## src/rtl/kscd_pkg.sv

```systemverilog
// Shared types, codes and key tables for the set-1 scancode decoder.
`timescale 1ns / 1ps
`default_nettype none

package kscd_pkg;

    // Ring geometry
    localparam int RING_DEPTH_DEF = 256;
    localparam int ENTRY_W        = 8;
    localparam int CHAR_W         = 7;
    localparam int KEY_COUNT      = 58;

    // Input operation codes
    localparam logic OP_SCAN = 1'b0;
    localparam logic OP_READ = 1'b1;

    // Configuration register indexes
    localparam logic REG_OWNER = 1'b0;
    localparam logic REG_TTY   = 1'b1;

    // Scancode values of interest
    localparam logic [6:0] SC_LSHIFT = 7'h2a;
    localparam logic [6:0] SC_RSHIFT = 7'h36;
    localparam logic [6:0] SC_CTRL   = 7'h1d;
    localparam logic [6:0] SC_C      = 7'h2e;
    localparam logic [6:0] SC_LAST   = 7'h39;

    // Characters produced outside the tables
    localparam logic [6:0] CH_CTRL   = 7'h1d;
    localparam logic [6:0] CH_ETX    = 7'h03;
    localparam logic [6:0] CH_NONE   = 7'h00;

    // Result kinds
    typedef enum logic [1:0] {
        KIND_TTY   = 2'd0,
        KIND_EVENT = 2'd1,
        KIND_EMPTY = 2'd2
    } t_kind;

    // Control from the decode stage to the ring
    typedef struct packed {
        logic push;
        logic pop;
    } t_ring_ctl;

    // Status from the ring to the decode stage
    typedef struct packed {
        logic empty;
        logic full;
    } t_ring_sts;

    localparam logic [CHAR_W-1:0] PLAIN_TBL [KEY_COUNT] = '{
        7'h00, 7'h1b, 7'h31, 7'h32, 7'h33, 7'h34, 7'h35, 7'h36, 7'h37, 7'h38,
        7'h39, 7'h30, 7'h2d, 7'h3d, 7'h7f, 7'h09, 7'h71, 7'h77, 7'h65, 7'h72,
        7'h74, 7'h79, 7'h75, 7'h69, 7'h6f, 7'h70, 7'h5b, 7'h5d, 7'h0a, 7'h00,
        7'h61, 7'h73, 7'h64, 7'h66, 7'h67, 7'h68, 7'h6a, 7'h6b, 7'h6c, 7'h3b,
        7'h27, 7'h60, 7'h00, 7'h5c, 7'h7a, 7'h78, 7'h63, 7'h76, 7'h62, 7'h6e,
        7'h6d, 7'h2c, 7'h2e, 7'h2f, 7'h00, 7'h00, 7'h00, 7'h20
    };

    localparam logic [CHAR_W-1:0] SHIFT_TBL [KEY_COUNT] = '{
        7'h00, 7'h1b, 7'h21, 7'h40, 7'h23, 7'h24, 7'h25, 7'h5e, 7'h26, 7'h2a,
        7'h28, 7'h29, 7'h5f, 7'h2b, 7'h7f, 7'h00, 7'h51, 7'h57, 7'h45, 7'h52,
        7'h54, 7'h59, 7'h55, 7'h49, 7'h4f, 7'h50, 7'h7b, 7'h7d, 7'h0a, 7'h00,
        7'h41, 7'h53, 7'h44, 7'h46, 7'h47, 7'h48, 7'h4a, 7'h4b, 7'h4c, 7'h3a,
        7'h22, 7'h7e, 7'h00, 7'h7c, 7'h5a, 7'h58, 7'h43, 7'h56, 7'h42, 7'h4e,
        7'h4d, 7'h3c, 7'h3e, 7'h3f, 7'h00, 7'h00, 7'h00, 7'h20
    };

    // Translate a key code; zero means the key has no character
    function automatic logic [CHAR_W-1:0] key_char(input logic [6:0] code,
                                                   input logic       shift);
        logic [CHAR_W-1:0] ch;
        ch = CH_NONE;
        if (code <= SC_LAST) begin
            ch = shift ? SHIFT_TBL[code[5:0]] : PLAIN_TBL[code[5:0]];
        end
        return ch;
    endfunction

endpackage

`default_nettype wire

```

## src/rtl/kscd_in_if.sv

```systemverilog
// Input channel: scancode byte or read request.
`timescale 1ns / 1ps
`default_nettype none

interface kscd_in_if;
    logic       valid;
    logic       ready;
    logic       op;
    logic [7:0] scan_byte;

    modport source (output valid, output op, output scan_byte, input ready);
    modport sink   (input valid, input op, input scan_byte, output ready);
endinterface

`default_nettype wire

```

## src/rtl/kscd_out_if.sv

```systemverilog
// Output channel: terminal character, dequeued event or empty report.
`timescale 1ns / 1ps
`default_nettype none

interface kscd_out_if;
    logic       valid;
    logic       ready;
    logic [1:0] out_kind;
    logic [6:0] char_code;
    logic       key_pressed;

    modport source (output valid, output out_kind, output char_code,
                    output key_pressed, input ready);
    modport sink   (input valid, input out_kind, input char_code,
                    input key_pressed, output ready);
endinterface

`default_nettype wire

```

## src/rtl/kscd_ring.sv

```systemverilog
// Event ring: storage, read and write pointers, registered read data.
`timescale 1ns / 1ps
`default_nettype none

module kscd_ring #(
    parameter int RING_DEPTH = kscd_pkg::RING_DEPTH_DEF
) (
    input  wire                            i_clk,
    input  wire                            i_rst_n,
    input  kscd_pkg::t_ring_ctl            i_ctl,
    input  wire  [kscd_pkg::ENTRY_W-1:0]   i_wr_data,
    output kscd_pkg::t_ring_sts            o_sts,
    output logic [kscd_pkg::ENTRY_W-1:0]   o_rd_data
);

    localparam int PTR_W = $clog2(RING_DEPTH);
    localparam logic [PTR_W-1:0] PTR_LAST = PTR_W'(RING_DEPTH - 1);

    logic [kscd_pkg::ENTRY_W-1:0] r_mem [RING_DEPTH];
    logic [PTR_W-1:0]             r_rd_ptr;
    logic [PTR_W-1:0]             r_wr_ptr;
    logic [PTR_W-1:0]             n_rd_ptr;
    logic [PTR_W-1:0]             n_wr_ptr;
    logic [kscd_pkg::ENTRY_W-1:0] r_rd_data;

    // Wrap each pointer at the last entry
    assign n_rd_ptr = (r_rd_ptr == PTR_LAST) ? '0 : r_rd_ptr + 1'b1;
    assign n_wr_ptr = (r_wr_ptr == PTR_LAST) ? '0 : r_wr_ptr + 1'b1;

    // One slot stays free so that full and empty differ
    assign o_sts.empty = (r_rd_ptr == r_wr_ptr);
    assign o_sts.full  = (n_wr_ptr == r_rd_ptr);
    assign o_rd_data   = r_rd_data;

    // Advance pointers
    always_ff @(posedge i_clk) begin
        if (!i_rst_n) begin
            r_rd_ptr <= '0;
            r_wr_ptr <= '0;
        end else begin
            if (i_ctl.pop) begin
                r_rd_ptr <= n_rd_ptr;
            end
            if (i_ctl.push) begin
                r_wr_ptr <= n_wr_ptr;
            end
        end
    end

    // Write an event; capture the head entry on a pop
    always_ff @(posedge i_clk) begin
        if (i_ctl.push) begin
            r_mem[r_wr_ptr] <= i_wr_data;
        end
        if (i_ctl.pop) begin
            r_rd_data <= r_mem[r_rd_ptr];
        end
    end

endmodule

`default_nettype wire

```

## src/rtl/keyboard_scancode_decoder_fifo.sv

```systemverilog
// Top level: set-1 scancode decoder with terminal output and event ring.
//
//   Channel   Direction  Handshake             Word
//   i_in      in         valid/ready           op, scan_byte
//   o_out     out        valid/ready           out_kind, char_code, key_pressed
//   APB       in         psel/penable/pwrite   owner_attached @0x0, tty_attached @0x4
//
// One word enters per cycle while the decode stage is not held. A word is held in
// the input register, is decoded there, and its result (if any) is registered in
// the output register once the output is free.
// A dequeued event reads the ring through its registered read port in that
// same decode cycle.
// Reset (synchronous, active low) clears flags, pointers and both valid bits;
// ring contents are not cleared. A stalled output holds the decode stage,
// and input ready drops only while that stage holds a word it cannot retire.
`timescale 1ns / 1ps
`default_nettype none

module keyboard_scancode_decoder_fifo #(
    parameter int RING_DEPTH = kscd_pkg::RING_DEPTH_DEF
) (
    input  wire         i_clk,
    input  wire         i_rst_n,
    kscd_in_if.sink     i_in,
    kscd_out_if.source  o_out,
    input  wire         psel,
    input  wire         penable,
    input  wire         pwrite,
    input  wire  [2:0]  paddr,
    input  wire  [31:0] pwdata,
    output logic [31:0] prdata,
    output logic        pready
);

    // Configuration registers
    logic r_owner;
    logic r_tty;

    // Input register
    logic       r_s1_valid;
    logic       r_s1_op;
    logic [7:0] r_s1_byte;

    // Modifier flags
    logic r_shift;
    logic r_ctrl;
    logic n_shift;
    logic n_ctrl;

    // Output register
    logic                r_out_valid;
    kscd_pkg::t_kind     r_out_kind;
    logic [6:0]          r_out_char;
    logic                r_out_pressed;
    logic                r_out_from_ring;

    // Decode stage
    logic                out_free;
    logic                s1_fire;
    logic                has_res;
    kscd_pkg::t_kind     res_kind;
    logic [6:0]          res_char;
    logic                res_pressed;
    logic                res_from_ring;
    logic [6:0]          code;
    logic                rel;
    logic [6:0]          ch;
    logic                is_mod_code;

    kscd_pkg::t_ring_ctl                ring_ctl;
    kscd_pkg::t_ring_sts                ring_sts;
    logic [kscd_pkg::ENTRY_W-1:0]       ring_wr_data;
    logic [kscd_pkg::ENTRY_W-1:0]       ring_rd_data;

    // APB: always ready, reads return the selected register
    assign pready = 1'b1;
    always_comb begin
        prdata = '0;
        prdata[0] = (paddr[2] == kscd_pkg::REG_TTY) ? r_tty : r_owner;
    end

    always_ff @(posedge i_clk) begin
        if (!i_rst_n) begin
            r_owner <= 1'b0;
            r_tty   <= 1'b0;
        end else if (psel && penable && pwrite) begin
            if (paddr[2] == kscd_pkg::REG_TTY) begin
                r_tty <= pwdata[0];
            end else begin
                r_owner <= pwdata[0];
            end
        end
    end

    // Handshake
    assign out_free   = !r_out_valid || o_out.ready;
    assign s1_fire    = r_s1_valid && out_free;
    assign i_in.ready = !r_s1_valid || out_free;

    // Load input register
    always_ff @(posedge i_clk) begin
        if (!i_rst_n) begin
            r_s1_valid <= 1'b0;
        end else if (i_in.ready) begin
            r_s1_valid <= i_in.valid;
        end
    end

    always_ff @(posedge i_clk) begin
        if (i_in.ready && i_in.valid) begin
            r_s1_op   <= i_in.op;
            r_s1_byte <= i_in.scan_byte;
        end
    end

    // Update modifier flags from the current byte
    assign code = r_s1_byte[6:0];
    assign rel  = r_s1_byte[7];
    assign is_mod_code = (code == kscd_pkg::SC_LSHIFT) || (code == kscd_pkg::SC_RSHIFT);
    assign n_shift = is_mod_code ? !rel : r_shift;
    assign n_ctrl  = (code == kscd_pkg::SC_CTRL) ? !rel : r_ctrl;
    assign ch      = kscd_pkg::key_char(code, n_shift);

    always_ff @(posedge i_clk) begin
        if (!i_rst_n) begin
            r_shift <= 1'b0;
            r_ctrl  <= 1'b0;
        end else if (s1_fire && (r_s1_op == kscd_pkg::OP_SCAN)) begin
            r_shift <= n_shift;
            r_ctrl  <= n_ctrl;
        end
    end

    // Decode one word: terminal character, queue push, or pop (empty report when the ring is empty)
    always_comb begin
        has_res       = 1'b0;
        res_kind      = kscd_pkg::KIND_TTY;
        res_char      = kscd_pkg::CH_NONE;
        res_pressed   = 1'b0;
        res_from_ring = 1'b0;
        ring_ctl      = '0;
        ring_wr_data  = {!rel, (ch != kscd_pkg::CH_NONE) ? ch : kscd_pkg::CH_CTRL};
        if (r_s1_op == kscd_pkg::OP_READ) begin
            if (r_owner) begin
                has_res = 1'b1;
                if (ring_sts.empty) begin
                    res_kind = kscd_pkg::KIND_EMPTY;
                end else begin
                    res_kind      = kscd_pkg::KIND_EVENT;
                    res_from_ring = 1'b1;
                    ring_ctl.pop  = s1_fire;
                end
            end
        end else if (!r_owner) begin
            if (r_tty && !rel) begin
                if ((code == kscd_pkg::SC_C) && n_ctrl) begin
                    has_res     = 1'b1;
                    res_char    = kscd_pkg::CH_ETX;
                    res_pressed = 1'b1;
                end else if (ch != kscd_pkg::CH_NONE) begin
                    has_res     = 1'b1;
                    res_char    = ch;
                    res_pressed = 1'b1;
                end
            end
        end else if ((code <= kscd_pkg::SC_LAST) && !ring_sts.full &&
                     ((ch != kscd_pkg::CH_NONE) || (code == kscd_pkg::SC_CTRL))) begin
            ring_ctl.push = s1_fire;
        end
    end

    kscd_ring #(
        .RING_DEPTH (RING_DEPTH)
    ) u_ring (
        .i_clk     (i_clk),
        .i_rst_n   (i_rst_n),
        .i_ctl     (ring_ctl),
        .i_wr_data (ring_wr_data),
        .o_sts     (ring_sts),
        .o_rd_data (ring_rd_data)
    );

    // Load or drain the output register
    always_ff @(posedge i_clk) begin
        if (!i_rst_n) begin
            r_out_valid <= 1'b0;
        end else if (out_free) begin
            r_out_valid <= s1_fire && has_res;
        end
    end

    always_ff @(posedge i_clk) begin
        if (s1_fire && has_res) begin
            r_out_kind      <= res_kind;
            r_out_char      <= res_char;
            r_out_pressed   <= res_pressed;
            r_out_from_ring <= res_from_ring;
        end
    end

    // Ring events take their payload from the ring read register
    assign o_out.valid       = r_out_valid;
    assign o_out.out_kind    = r_out_kind;
    assign o_out.char_code   = r_out_from_ring ? ring_rd_data[6:0] : r_out_char;
    assign o_out.key_pressed = r_out_from_ring ? ring_rd_data[7] : r_out_pressed;

endmodule

`default_nettype wire

```

## src/flat_wrapper.sv

```systemverilog
// flat-port wrapper written by rule: the top's interface ports become plain ports
module keyboard_scancode_decoder_fifo_flat 
#(
    parameter int RING_DEPTH = kscd_pkg::RING_DEPTH_DEF
)
  (i_clk, i_rst_n, psel, penable, pwrite, paddr, pwdata, prdata, pready, i_in_valid, i_in_op, i_in_scan_byte, i_in_ready, o_out_valid, o_out_out_kind, o_out_char_code, o_out_key_pressed, o_out_ready);
  kscd_in_if i_in_i ();
  kscd_out_if o_out_i ();
  input  wire i_clk;
  input  wire i_rst_n;
  input  wire psel;
  input  wire penable;
  input  wire pwrite;
  input  wire  [2:0] paddr;
  input  wire  [31:0] pwdata;
  output logic [31:0] prdata;
  output logic pready;
  input wire logic [$bits(i_in_i.valid)-1:0] i_in_valid;
  input wire logic [$bits(i_in_i.op)-1:0] i_in_op;
  input wire logic [$bits(i_in_i.scan_byte)-1:0] i_in_scan_byte;
  output wire logic [$bits(i_in_i.ready)-1:0] i_in_ready;
  output wire logic [$bits(o_out_i.valid)-1:0] o_out_valid;
  output wire logic [$bits(o_out_i.out_kind)-1:0] o_out_out_kind;
  output wire logic [$bits(o_out_i.char_code)-1:0] o_out_char_code;
  output wire logic [$bits(o_out_i.key_pressed)-1:0] o_out_key_pressed;
  input wire logic [$bits(o_out_i.ready)-1:0] o_out_ready;
  assign i_in_i.valid = i_in_valid;
  assign i_in_i.op = i_in_op;
  assign i_in_i.scan_byte = i_in_scan_byte;
  assign i_in_ready = i_in_i.ready;
  assign o_out_valid = o_out_i.valid;
  assign o_out_out_kind = o_out_i.out_kind;
  assign o_out_char_code = o_out_i.char_code;
  assign o_out_key_pressed = o_out_i.key_pressed;
  assign o_out_i.ready = o_out_ready;
  keyboard_scancode_decoder_fifo #(.RING_DEPTH(RING_DEPTH)) u_core (.i_clk(i_clk), .i_rst_n(i_rst_n), .i_in(i_in_i), .o_out(o_out_i), .psel(psel), .penable(penable), .pwrite(pwrite), .paddr(paddr), .pwdata(pwdata), .prdata(prdata), .pready(pready));
endmodule
```

## config.mk

```make
export PLATFORM = sky130hd
export DESIGN_NAME = keyboard_scancode_decoder_fifo_flat
export DESIGN_NICKNAME = d
export VERILOG_FILES = /design/src/rtl/kscd_pkg.sv /design/src/rtl/kscd_in_if.sv /design/src/rtl/kscd_out_if.sv /design/src/rtl/kscd_ring.sv /design/src/rtl/keyboard_scancode_decoder_fifo.sv /design/src/flat_wrapper.sv
export SDC_FILE = /design/constraint.sdc
export NUM_CORES = 2
export LEC_CHECK = 0
export BUFFER_PORTS_ARGS = -buffer_cell sky130_fd_sc_hd__buf_2
export CORE_UTILIZATION = 63
export DETAILED_ROUTE_END_ITERATION = 7
export MAX_ROUTING_LAYER = met4
export PLACE_DENSITY_LB_ADDON = 0.12
export SETUP_SLACK_MARGIN = 0.5
export SLEW_MARGIN = 0
export SYNTH_ARGS = -nofsm -noshare
export SYNTH_HDL_FRONTEND = slang
export SYNTH_SLANG_ARGS = --single-unit
```

## constraint.sdc

```tcl
create_clock -name i_clk -period 18.9 [get_ports i_clk]
set_input_delay 3.78 -clock i_clk [delete_from_list [all_inputs] [get_ports i_clk]]
set_output_delay 3.78 -clock i_clk [all_outputs]
set_load 0.1 [all_outputs]
```

Word-level counts from Yosys, hierarchy flattened

Memory sizes are Yosys's and may differ from the RTL's. A register that Yosys moved wholly into a read port is not among the register bits.
Index checks and enable logic that the tools add are counted.

Reductions and logical operators: 24
Shift operators: 0
Bitwise gates (word level): 5
Order comparisons: 2
Equal/unequal tests: 8
Multiplexer cells: 32
Divide/modulo/power cells: 0
$mul: 0
Add/sub/neg operators: 2

Operators with widths:

| cell                                                           | number |
|---|---|
| two-way mux 7 bit                                              | 8 |
| equality test 7 x 6 -> 1 bit, second input constant            | 3 |
| two-way mux 1 bit                                              | 19 |
| adder 8 x 1 -> 8 bit, second input constant                    | 2 |
| equality test 8 bit                                            | 2 |
| equality test 8 bit, second input constant                     | 2 |
| two-way mux 8 bit                                              | 2 |
| logical AND 1 bit                                              | 10 |
| equality test 7 x 5 -> 1 bit, second input constant            | 1 |
| >= comparator 7 bit, second input constant                     | 1 |
| less-or-equal comparator 7 x 6 -> 1 bit, second input constant | 1 |
| NOT 6 -> 7 bit                                                 | 1 |
| nonzero test 7 bit                                             | 1 |
| two-way mux 2 bit                                              | 3 |
| AND reduction 2 bit                                            | 3 |
| OR reduction 5 bit                                             | 1 |
| logical NOT 1 bit                                              | 4 |
| logical OR 1 bit                                               | 4 |
| NOT 1 bit                                                      | 4 |
| OR reduction 3 bit                                             | 1 |

Logic and storage cells: 91
Bits in read-only memories: 896
RAM bits: 2048
Latch bits: 0
Flip-flop bits (word level): 42
Memories kept: 3

Memories:

| name                | depth | bits a word | read ports | clocked after Yosys merged registers in | wr ports | RTL line        | RTL |
|---|---|---|---|---|---|---|---|
| u_core.u_ring.r_mem | 256   | 8           | 1          | 1                                       | 1        | kscd_ring.sv:19 | `logic [kscd_pkg::ENTRY_W-1:0] r_mem [RING_DEPTH];` |
| (name not given)    | 64    | 7           | 1          | 0                                       | 0        | kscd_pkg.sv:76  | `ch = shift ? SHIFT_TBL[code[5:0]] : PLAIN_TBL[code[5:0]];` |
| (name not given)    | 64    | 7           | 1          | 0                                       | 0        | kscd_pkg.sv:76  |  |

Logic depth before layout (Yosys ltp)

Depth after elaboration: 14
Gate-level depth with buffers: 16

Modules after synthesis

Synthesis repeated with hierarchy kept, for this count alone.

Cells, all modules: 4270
Area total of the unflattened synthesis: 83849.2 um2

By module, submodules not included:

| module                         | cells an instance | area an instance (um2) | times used |
|---|---|---|---|
| kscd_ring                      | 3941              | 81049.0                | 1 |
| keyboard_scancode_decoder_fifo | 329               | 2800.2                 | 1 |

Worst setup path before layout

No wires, ideal clock.

Path type: register -> register
Start point: reg u_core.r_s1_byte[1]
End point: mem u_core.u_ring.r_mem[0][2] (netlist bit) (data pin)
Stages on the path, launching flop included: 13
Library setup time: 1.188 ns
Data required time: 17.712 ns
Period minus slack after synthesis: 14.640 ns
Slack: 4.260 ns
Path buffers: 2
Data arrival time: 13.452 ns
Path through: edfxtp_1 > clkbuf_1 > inv_1 > ha_1 > clkbuf_1 > inv_1 > a21oi_1 > o211ai_1 > and4_1 > a2111oi_2 > nor4_4 > nand4_1 > nand2b_1

Word-level cells in the longest chain between the ends: 8

Ends and longest elaborated chain:

| item                                                 | RTL line                              | RTL |
|---|---|---|
| start: declaration                                   | keyboard_scancode_decoder_fifo.sv:42  | `logic [7:0] r_s1_byte;` |
| start signal: assignment                             | keyboard_scancode_decoder_fifo.sv:112 | `r_s1_byte <= i_in.scan_byte;` |
| NOT 6 -> 7 bit (not written as such)                 | kscd_pkg.sv:76                        |  |
| memory read (64 x 7 bit)                             | --                                    |  |
| two-way mux 7 bit (not written as such) (2 in a row) | kscd_pkg.sv:76                        |  |
| two-way mux 7 bit                                    | kscd_pkg.sv:76                        |  |
| two-way mux 7 bit *                                  | kscd_pkg.sv:75                        | `if (code <= SC_LAST) begin` |
| nonzero test 7 bit                                   | keyboard_scancode_decoder_fifo.sv:142 | `ring_wr_data = {!rel, (ch != kscd_pkg::CH_NONE) ? ch : kscd_pkg::CH_CTRL};` |
| two-way mux 7 bit *                                  | keyboard_scancode_decoder_fifo.sv:142 |  |
| named net u_core.ring_wr_data, one bit               | keyboard_scancode_decoder_fifo.sv:72  | `logic [kscd_pkg::ENTRY_W-1:0] ring_wr_data;` |
| end: declaration                                     | kscd_ring.sv:19                       |  |

Mark *: on every way through the listed nets, which the timed path passes. The rest lies on a longest branch. The select of a mux whose other input is x is not followed.

Worst setup path in the final report

Start point: in paddr[2]
End point: out prdata[0]

Word-level cells in the longest chain between the ends: 1

Ends and longest elaborated chain:

| item               | RTL line                             | RTL |
|---|---|---|
| start: declaration | flat_wrapper.sv:14                   | `input wire [2:0] paddr;` |
| two-way mux 1 bit  | keyboard_scancode_decoder_fifo.sv:79 | `prdata[0] = (paddr[2] == kscd_pkg::REG_TTY) ? r_tty : r_owner;` |
| end: declaration   | flat_wrapper.sv:16                   | `output logic [31:0] prdata;` |

Every way passes these cells.

==> out/metrics.yaml <==
outcome: "complete, no violations"
dieArea_um2: 135000
synthMuxAreaShare_pct: 18.4
drive_above_1_share_pct: 30.5
hold_path_class: "flop to flop"
top_level_ports: 96
clock_latency_ns: 0.82
antenna_found_initial: 2
final.setup.tns_ns: 0
critical_path_arrival_ns: 4.53
critPathKind: "primary input to output pin"
nets: 3863
grt.total_usage_pct: 30.2
drc: 0
portBuffers: 30
ys_async_sr_fraction_pct: 0
post-route-period-util_pct: 44.0
synth_compound_area_share_pct: 1.11
dpl.hpwl_um: 111000
final-setup-viol-count: 0
rsz0062_at_grt: "false"
synth-xor-area-share_pct: 0.219
cts_tree: "built"
synth-edff-count: 2075
gp_congestion: 0.849
synthToLayoutAreaGrowth_pct: 9.53
p_leak_nw: 29.0
cts-root-buf: "clkbuf_16"
synth-seq-cells: 2097
vias: 39800
p_per_area_nw_per_um2: 104
avgSynthCellArea_um2: 22.4
drtAntennaViolNets: 0
cpMaxStageDelayCell: "buf_2"
grt.overflow.total: 0
cap_violations: 0
synthCells: 3747
clk_path_buf_depth: 3
worst_path_largest_cell_delay_ns: 0.42
post-route-util_pct: 69.8
drt_iter0_markers: 5249
hold_buffers: 0
cp_common_cell: "buf_2"
worstPathMaxFanout: 4
final_common_cell: "edfxtp_1"
synth.distinct_cells: 74
post_cts_buffers: 0
final_cell_mix: "2075 x edfxtp_1, 673 x mux4_2, 202 x clkbuf_16"
viasPerCell: 6.97
cts.sinks: 2097
synth_area_um2: 84000
clock_skew_ns: 0.0301
grt_pass1_vias: 39700
cts_buffers: 199
grt_max_degree: 186
cpLargestDelayFamily: "buffers and inverters"
cp-end-kind: "output pin"
report.final.slew_viol_count: 0
dieWidth_um: 367
yosysWarningCount: 0
clkTransAtPathRegs_ns: 0.07
htreeDepth: 4
yosys_most_used_dff: "edfxtp_1"
slew_headroom_pct: 7.29
grt_pass1_wl_um: 281000
initial_core_util_pct: 63.7
crit_path_start_kind: "primary input"
synth_top_family_by_area: "multiplexers"
worst_ep_required_time_ns: 15.12
max_freq_ghz: 0.120
period_needed_ns: 8.31
row_count: 133
cp.buffers_inverters: 2
finalHoldViolations: 0
routed_wl_um: 193000
worstMarginPinSlew_ns: 1.38
peakVddDrop_uv: 86.7
synthSimpleGateAreaFrac_pct: 3.50
dieHeight_um: 367
drt-wirelength-per-cell_um: 33.8
ctsResizeCount: 0
crit_chain: "buf_2, mux2_2, buf_2"
dr.pass1.iters: 5
core_area_um2: 132000
synthAdderAreaFrac_pct: 0.283
yosysSeqAreaShare_pct: 74.7
-- synth_stat cells (22+ instances only) --
master    number  share of area [%]
edfxtp_1    2075                 74
mux4_2       673                 18
nor3_1       148               0.88
clkbuf_1     137               0.61
nor3_2       115                1.4
nand2_1       72               0.32
buf_1         67               0.30
nor2_1        44               0.20
buf_4         41               0.37
a21oi_1       23               0.14
nand3_1       23               0.14
dfxtp_1       22               0.52
-- where the power goes --
group	internal, W	leakage [nW]	switching [W]
sequential	0.00533	20.8	0.00000307
combinational	0.0000316	5.19	0.000354
clock	0.00215	3.04	0.00167
-- logic make-up after synthesis --
family / after synthesis
mux: 699
flops: 2097
buf+inv: 306
compound gates: 130
other cells: 2
simple gates: 473
fa+ha+maj: 19
xor+xnor: 21
-- registers in the layout, indices dropped and copies added (netlist names), 2 cells and up --
register	cells
u_core.o_out.out_kind	2
u_core.r_out_char	7
u_core.r_s1_byte	8
u_core.u_ring.o_rd_data	8
u_core.u_ring.r_mem	2048
u_core.u_ring.r_rd_ptr	8
u_core.u_ring.r_wr_ptr	8
-- layout make-up --
cell class	instances	area, um^2
Multi-Input combinational cell	1374	20000
Antenna cell	2	5.00
Sequential cell	2097	62800
Timing Repair Buffer	101	728
Clock buffer	235	5180
Tap cell	1755	2200
Inverter	20	90.1
Fill cell	7764	39800
Clock inverter	127	1030
-- tightest hold or removal path, stage by stage (launching register included) --
cell and delay [ns]:
dfxtp_1 0.32, nand2b_1 0.09, a31oi_1 0.08
-- final timing paths --
kind | from | slack, ns | depth (start not counted) | end
setup / recovery | paddr[2] | 10.59 | 3 | prdata[0]
hold / removal | u_core.o_out.valid | 0.53 | 2 | u_core.o_out.valid
setup reg to reg | u_core.r_s1_byte[1] | 11.28 | 12 | u_core.u_ring.r_mem[189][4]
hold reg to reg | u_core.o_out.valid | 0.53 | 2 | u_core.o_out.valid
-- layer usage --
metal  share of wire (%)  track usage, %  vias up
met4                 2.9            8.73        0
met1                  38            42.2    21300
met3                 8.9            5.27      324
li1                    -               -    16000
met5                   0               -        -
met2                  50            46.7     2184
-- through the flow --
| stage | hold WS (ns) | worst slack [ns] | power, W | instances | instance area [um^2] |
|---|---|---|---|---|---|
| 4_1_cts | 0.535 | 10.59 | 0.00958 | 5706 | 91900 |
| 6_report | 0.533 | 10.59 | 0.00954 | 5711 | 91900 |
| 2_1_floorplan | 0.460 | 4.26 | 0.00571 | 3777 | 84100 |
| 5_1_grt | 0.553 | 10.58 | 0.00977 | 5711 | 91900 |
| 3_5_place_dp | 0.518 | 10.59 | 0.00582 | 5344 | 85700 |
| 3_3_place_gp | 0.518 | 10.58 | 0.00578 | 5344 | 85700 |
Note: power is estimated with default switching activity, not from simulation.
